==> src/design/uartrx_pkg.sv <==
// Shared types, constants and helper functions for the UART receive FIFO.
// Depends on nothing; every other design file but uartrx_ram imports this package.
package uartrx_pkg;

  // Buffer geometry.
  localparam int DEPTH  = 1024;
  localparam int ADDR_W = (DEPTH > 1) ? $clog2(DEPTH) : 1;
  localparam int CNT_W  = $clog2(DEPTH + 1);

  // Field widths of the channels.
  localparam int CMD_W  = 2;
  localparam int BYTE_W = 8;
  localparam int CODE_W = 3;
  localparam int FILL_W = 11;
  localparam int ST_W   = 5;
  localparam int ENTRY_W = BYTE_W + ST_W;

  // Command codes.
  localparam logic [CMD_W-1:0] CMD_PUSH  = 2'd0;
  localparam logic [CMD_W-1:0] CMD_POP   = 2'd1;
  localparam logic [CMD_W-1:0] CMD_CLEAR = 2'd2;

  // Bit positions of the stored line status.
  localparam int ST_PARITY   = 0;
  localparam int ST_OVERRUN  = 1;
  localparam int ST_FRAMING  = 2;
  localparam int ST_BREAK    = 3;
  localparam int ST_OVERFLOW = 4;

  // Error codes reported on a pop.
  localparam logic [CODE_W-1:0] ERR_OK       = 3'd0;
  localparam logic [CODE_W-1:0] ERR_OVERFLOW = 3'd1;
  localparam logic [CODE_W-1:0] ERR_OVERRUN  = 3'd2;
  localparam logic [CODE_W-1:0] ERR_BREAK    = 3'd3;
  localparam logic [CODE_W-1:0] ERR_FRAMING  = 3'd4;
  localparam logic [CODE_W-1:0] ERR_PARITY   = 3'd5;

  // One request item.
  typedef struct packed {
    logic [CMD_W-1:0]  command;
    logic [BYTE_W-1:0] rx_byte;
    logic              parity_err;
    logic              overrun_err;
    logic              framing_err;
    logic              break_seen;
  } uartrx_item_t;

  // One result item.
  typedef struct packed {
    logic [BYTE_W-1:0] data_byte;
    logic [CODE_W-1:0] error_code;
    logic              was_empty;
    logic              dropped;
    logic [FILL_W-1:0] fill_count;
    logic [FILL_W-1:0] end_char_count;
  } uartrx_res_t;

  // Commands from the controller to the datapath.
  typedef struct packed {
    logic push;
    logic pop_start;
    logic pop_finish;
    logic pop_empty;
    logic clear;
    logic idle_op;
  } uartrx_cmd_t;

  // Status from the datapath to the controller.
  typedef struct packed {
    logic empty;
    logic skid_full;
  } uartrx_stat_t;

  // Error code of a stored status, highest priority first.
  function automatic logic [CODE_W-1:0] code_of(input logic [ST_W-1:0] st);
    logic [CODE_W-1:0] code;
    if (st[ST_OVERFLOW]) begin
      code = ERR_OVERFLOW;
    end else if (st[ST_OVERRUN]) begin
      code = ERR_OVERRUN;
    end else if (st[ST_BREAK]) begin
      code = ERR_BREAK;
    end else if (st[ST_FRAMING]) begin
      code = ERR_FRAMING;
    end else if (st[ST_PARITY]) begin
      code = ERR_PARITY;
    end else begin
      code = ERR_OK;
    end
    return code;
  endfunction

  // Ring buffer index advance with wrap.
  function automatic logic [ADDR_W-1:0] next_slot(input logic [ADDR_W-1:0] i);
    return (i == ADDR_W'(DEPTH - 1)) ? '0 : i + 1'b1;
  endfunction

endpackage

==> src/design/uartrx_ctrl.sv <==
// Controller of the UART receive FIFO: accepts requests and sequences pops.
// Depends on uartrx_pkg for command codes and the command/status structs.
module uartrx_ctrl import uartrx_pkg::*; (
  input  logic             clk,
  input  logic             rst,
  input  logic             in_valid,
  output logic             in_ready,
  input  logic [CMD_W-1:0] command,
  input  uartrx_stat_t     stat,
  output uartrx_cmd_t      cmd
);

  localparam logic [0:0] S_IDLE = 1'b0;
  localparam logic [0:0] S_READ = 1'b1;

  logic [0:0] state;
  logic [0:0] state_next;
  logic       accept;

  // A request is taken only when idle and a result slot is free.
  assign in_ready = (state == S_IDLE) && !stat.skid_full;
  assign accept   = in_valid && in_ready;

  // Decode the request and step the state machine.
  always_comb begin
    cmd        = '0;
    state_next = state;
    case (state)
      S_IDLE: begin
        if (accept) begin
          case (command)
            CMD_PUSH: begin
              cmd.push = 1'b1;
            end
            CMD_POP: begin
              if (stat.empty) begin
                cmd.pop_empty = 1'b1;
              end else begin
                cmd.pop_start = 1'b1;
                state_next    = S_READ;
              end
            end
            CMD_CLEAR: begin
              cmd.clear = 1'b1;
            end
            default: begin
              cmd.idle_op = 1'b1;
            end
          endcase
        end
      end
      S_READ: begin
        cmd.pop_finish = 1'b1;
        state_next     = S_IDLE;
      end
      default: begin
        state_next = S_IDLE;
      end
    endcase
  end

  always_ff @(posedge clk) begin
    if (rst) begin
      state <= S_IDLE;
    end else begin
      state <= state_next;
    end
  end

endmodule

==> config.mk <==
export PLATFORM = sky130hd
export DESIGN_NAME = uartrx_ctrl
export DESIGN_NICKNAME = d
export VERILOG_FILES = /design/src/design/uartrx_pkg.sv /design/src/design/uartrx_ctrl.sv
export SDC_FILE = /design/constraint.sdc
export NUM_CORES = 1
export LEC_CHECK = 0
export BUFFER_PORTS_ARGS = -buffer_cell sky130_fd_sc_hd__buf_2
export CAP_MARGIN = 10
export CORE_AREA = 5 5 42 44
export CTS_CLUSTER_SIZE = 30
export DETAILED_ROUTE_END_ITERATION = 8
export DIE_AREA = 0 0 47 49
export PLACE_DENSITY = 0.31
export RECOVER_POWER = 100
export REMOVE_ABC_BUFFERS = 1
export SLEW_MARGIN = 20
export SYNTH_ARGS = -nofsm -noshare
export SYNTH_HDL_FRONTEND = slang
export SYNTH_SLANG_ARGS = --single-unit
==> constraint.sdc <==
create_clock -name clk -period 1.4 [get_ports clk]
set_clock_uncertainty 0.1 [all_clocks]
set_input_delay 0.14 -clock clk [delete_from_list [all_inputs] [get_ports clk]]
set_output_delay 0.14 -clock clk [all_outputs]
set_load 0.1 [all_outputs]
* Word level (Yosys, flattened, before mapping)
Cells that the tools add are included.
Operators by class: $add $sub $neg 0, $mul 0, divide/modulo/power cells 0, $lt $le $gt $ge 0, equal/unequal tests 2, shifts and indexed selects 0, mux-type cells 14, bitwise gates (word level) 1, reduce and logical (&&, ||, !) cells 5
Operators with widths (number):
- 1-bit 2-to-1 mux | 9
- 3-bit 2-to-1 mux | 2
- 2-bit 2-to-1 mux | 2
- 3-bit OR reduction | 1
- 2-bit by 1-bit == test with 1-bit output, second input constant | 1
- 2-bit == test, second input constant | 1
- 1-bit logical AND | 2
- 2-bit zero test | 1
- 1-bit one-hot mux with 2 select lines | 1
- 1-bit zero test | 1
- 1-bit NOT | 1
Storage, ports and cells: bits in registers 1, bits in latches 0, RAM bits 0, bits in read-only memories 0, input port bits 7, word-level logic and storage cells 23, memories kept 0

* Depth between registers and ports, before layout
word-level depth 5, mapped depth 2, depth with buffers taken out 2

* Worst setup path after synthesis
No wires, ideal clock.
kind register to output, start point reg state, end point out cmd[2] (netlist name), arrival time 2790 ps, slack -1630 ps, cell stages (with the launch flop) 3, path buffers 0, cell sequence dfxtp_1 nand4bb_1 nor3b_1
RTL lines:
- start, declared | line uartrx_ctrl.sv:16 | logic [0:0] state;
- start signal, assigned | line uartrx_ctrl.sv:66 | state <= state_next;
- end, declared | line uartrx_ctrl.sv:10 | output uartrx_cmd_t cmd

==> flow_metrics.py <==
metrics = {
    "run_status": {
        "status": "complete, no violations",
    },
    "worst_setup_path": {
        "endpoint_kind": "output pin",
        "critPathLaunchType": "flip-flop",
        "cp_data_arrival_time_ps": 1080,
        "timing.critical_path.required_ps": 1160,
        "timing.critical_path.slowest_cell_delay_ps": 320,
        "timing.critical_path.cells": "nand4bb_4, buf_4, nor2_1, buf_12",
        "worstSetupStartpoint": "state",
        "worst_r2r_startpoint": "state",
        "path_class": "flip-flop to output pin",
        "timing.critical_path.slowest_stage_cell": "sky130_fd_sc_hd__dfxtp_1",
        "critical_path_peak_fanout": 4,
    },
    "die": {
        "core.rowCount": 14,
        "placeableCoreArea_sq_um": 1400,
        "floorplan.io_pins": 14,
        "die_h_microns": 49,
        "die_area_sq_um": 2300,
        "die_width_microns": 47,
        "initial_utilization": 0.0679,
    },
    "global_route": {
        "grt_first_pass_wirelength_microns": 648,
        "grt_use_total": 0.0351,
        "grt_max_degree": 6,
        "overflow": 0,
        "via_count_of_the_first_global_routing_pass": 151,
        "antenna_found_initial": 0,
    },
    "synth": {
        "ys_ff_latch": 1,
        "syn-instance-count": 12,
        "synth_top_area_cell": "sky130_fd_sc_hd__dfxtp_1",
        "synth.avg_cell_area_sq_um": 7.92,
        "synthTopCellsByArea": "sky130_fd_sc_hd__dfxtp_1 21%, sky130_fd_sc_hd__and4b_2 12%, sky130_fd_sc_hd__nand4bb_1 12%, sky130_fd_sc_hd__nor2_1 12%, sky130_fd_sc_hd__and4b_1 11%",
        "sequential_cell_area_fraction_in_the_yosys_report": 0.211,
        "synth_warnings": 0,
        "synth_top_cell_area_share": 0.211,
        "syn_area_sq_um": 95.1,
        "yosys.cell_types.count": 10,
    },
    "routing": {
        "drt_antenna_net_count": 0,
        "drt-pass1-iter-count": 1,
        "route.detailed.vias_per_inst": 3.49,
        "wl_microns": 467,
        "routedWlPerCell_microns": 10.9,
        "route.vias.total": 150,
        "post-route-drc-count": 0,
        "drt_iter0_markers": 0,
    },
    "place": {
        "finalWeightedCongestion": 0.655,
        "hpwl_microns": 409,
        "port_buffers": 13,
    },
    "sta": {
        "post-route-period-util": 0.944,
        "final-max-slew-violation-count": 0,
        "setup_violations": 0,
        "fmax_ghz": 0.756,
        "report.final.hold_viol_count": 0,
        "tightestPinTransition_ps": 541,
        "grt_setup_unrepaired": "false",
        "totalNegativeSetupSlack_ps": 0,
        "slew_headroom": 0.641,
        "fin_crit_ps": 1320,
    },
    "power_and_ir_drop": {
        "cellPowerDensity_nw_per_um2": 418,
        "internal_power_uw": 56.0,
        "p_sw_frac": 0.491,
        "clkPwrFrac": 0,
        "netSwitchingPower_uw": 54.0,
        "p_seq_frac": 0.270,
        "power.leakage_nw": 0.120,
        "worst_ir_drop_vdd_mv": 0.198,
        "power.combinational.fraction": 0.730,
        "total_power_uw": 110,
    },
    "finish": {
        "top_register": "state",
        "num-nets-final": 36,
        "largest_register_ff_count": 1,
        "num_antenna_cells": 0,
        "drive_above_1_share": 0.667,
        "largestRegisters": "state x1",
        "flow.area_growth_from_synthesis_pct": 176,
    },
    "clock_network": {
        "insertion_delay_ps": 0,
        "post_cts_resize_count": 0,
        "cts_setup_buffers": 0,
        "holdBufCountCts": 0,
        "worst_setup_hold_path_clk_slew_ps": 0,
    },
    "run": {
        "max-cap-violations": 0,
    },
    "worst_hold_path": {
        "hold_class": "input port to flip-flop",
        "timing.hold.worst.start": "rst",
    },
}
per-stage QoR:
step | cell area (sq um) | util | hold WS (ps) | setup WS (ps) | cells
2_1_floorplan | 87.6 | - | 193 | -2130 | 11
3_3_place_gp | 285 | 0.204 | 282 | 69.7 | 43
3_5_place_dp | 285 | 0.204 | 285 | 37.0 | 43
4_1_cts | 285 | 0.204 | 285 | 20.1 | 43
5_1_grt | 263 | 0.188 | 314 | 15.1 | 43
6_report | 263 | 0.188 | 281 | 77.8 | 43
synthesized netlist by cell type (all sizes together):
cell type / count
nor2: 3
inv: 1
nor3: 1
and4b: 2
or4: 1
nand4bb: 1
buf: 1
nor3b: 1
dfxtp: 1
cells by family after synthesis:
group,count (synthesis),share of synthesized area
and+or+nand+nor,9,0.671
buffers and inverters,2,0.118
DFF,1,0.211
metal layers:
metal / track usage / part of all wire / vias up
li1: - / - / 75
met1: 0.0524 / 0.49 / 61
met2: 0.0452 / 0.35 / 14
met3: 0.0221 / 0.16 / 0
met4: 0 / 0 / 0
met5: 0 / 0 / -
layout make-up:
type,count,area (sq um)
fillers,160,1140
inverters,1,3.75
multi-input cells,9,80.1
flip-flops and latches,1,20.0
well taps,16,20.0
repair buffers,16,139
power groups by stage:
stage               clock network [mW]  registers [mW]  logic, mW
finish                               0          0.0297     0.0802
global route                         0          0.0298     0.0839
CTS                                  0          0.0297     0.0863
detailed placement                   0          0.0297     0.0861
global placement                     0          0.0296     0.0859
floorplan                            0          0.0317     0.0439
worst paths after layout:
| kind | slack (ps) | depth (start not counted) | end |
|---|---|---|---|
| worst max-delay path | 80 | 4 | cmd[0] |
| worst min-delay path | 280 | 3 | state |
| worst max register to register | 300 | 2 | state |
| worst min register to register | 480 | 2 | state |
cells in the final DEF (no fill, tap or decap), drive strengths merged:
cell type | synthesis | layout
and4b | 2 | 2
nor3 | 1 | 1
nor2 | 3 | 3
nor3b | 1 | 1
clkbuf | 0 | 2
nand4bb | 1 | 1
dfxtp | 1 | 1
inv | 1 | 1
buf | 1 | 14
or4 | 1 | 1
critical path: cells and delay by family (launching register included):
family	cells	cell delay, ps
buffers and inverters	2	360
and+or+nand+nor	2	400
DFF	1	320
Note: power is estimated with default switching activity, not from simulation.
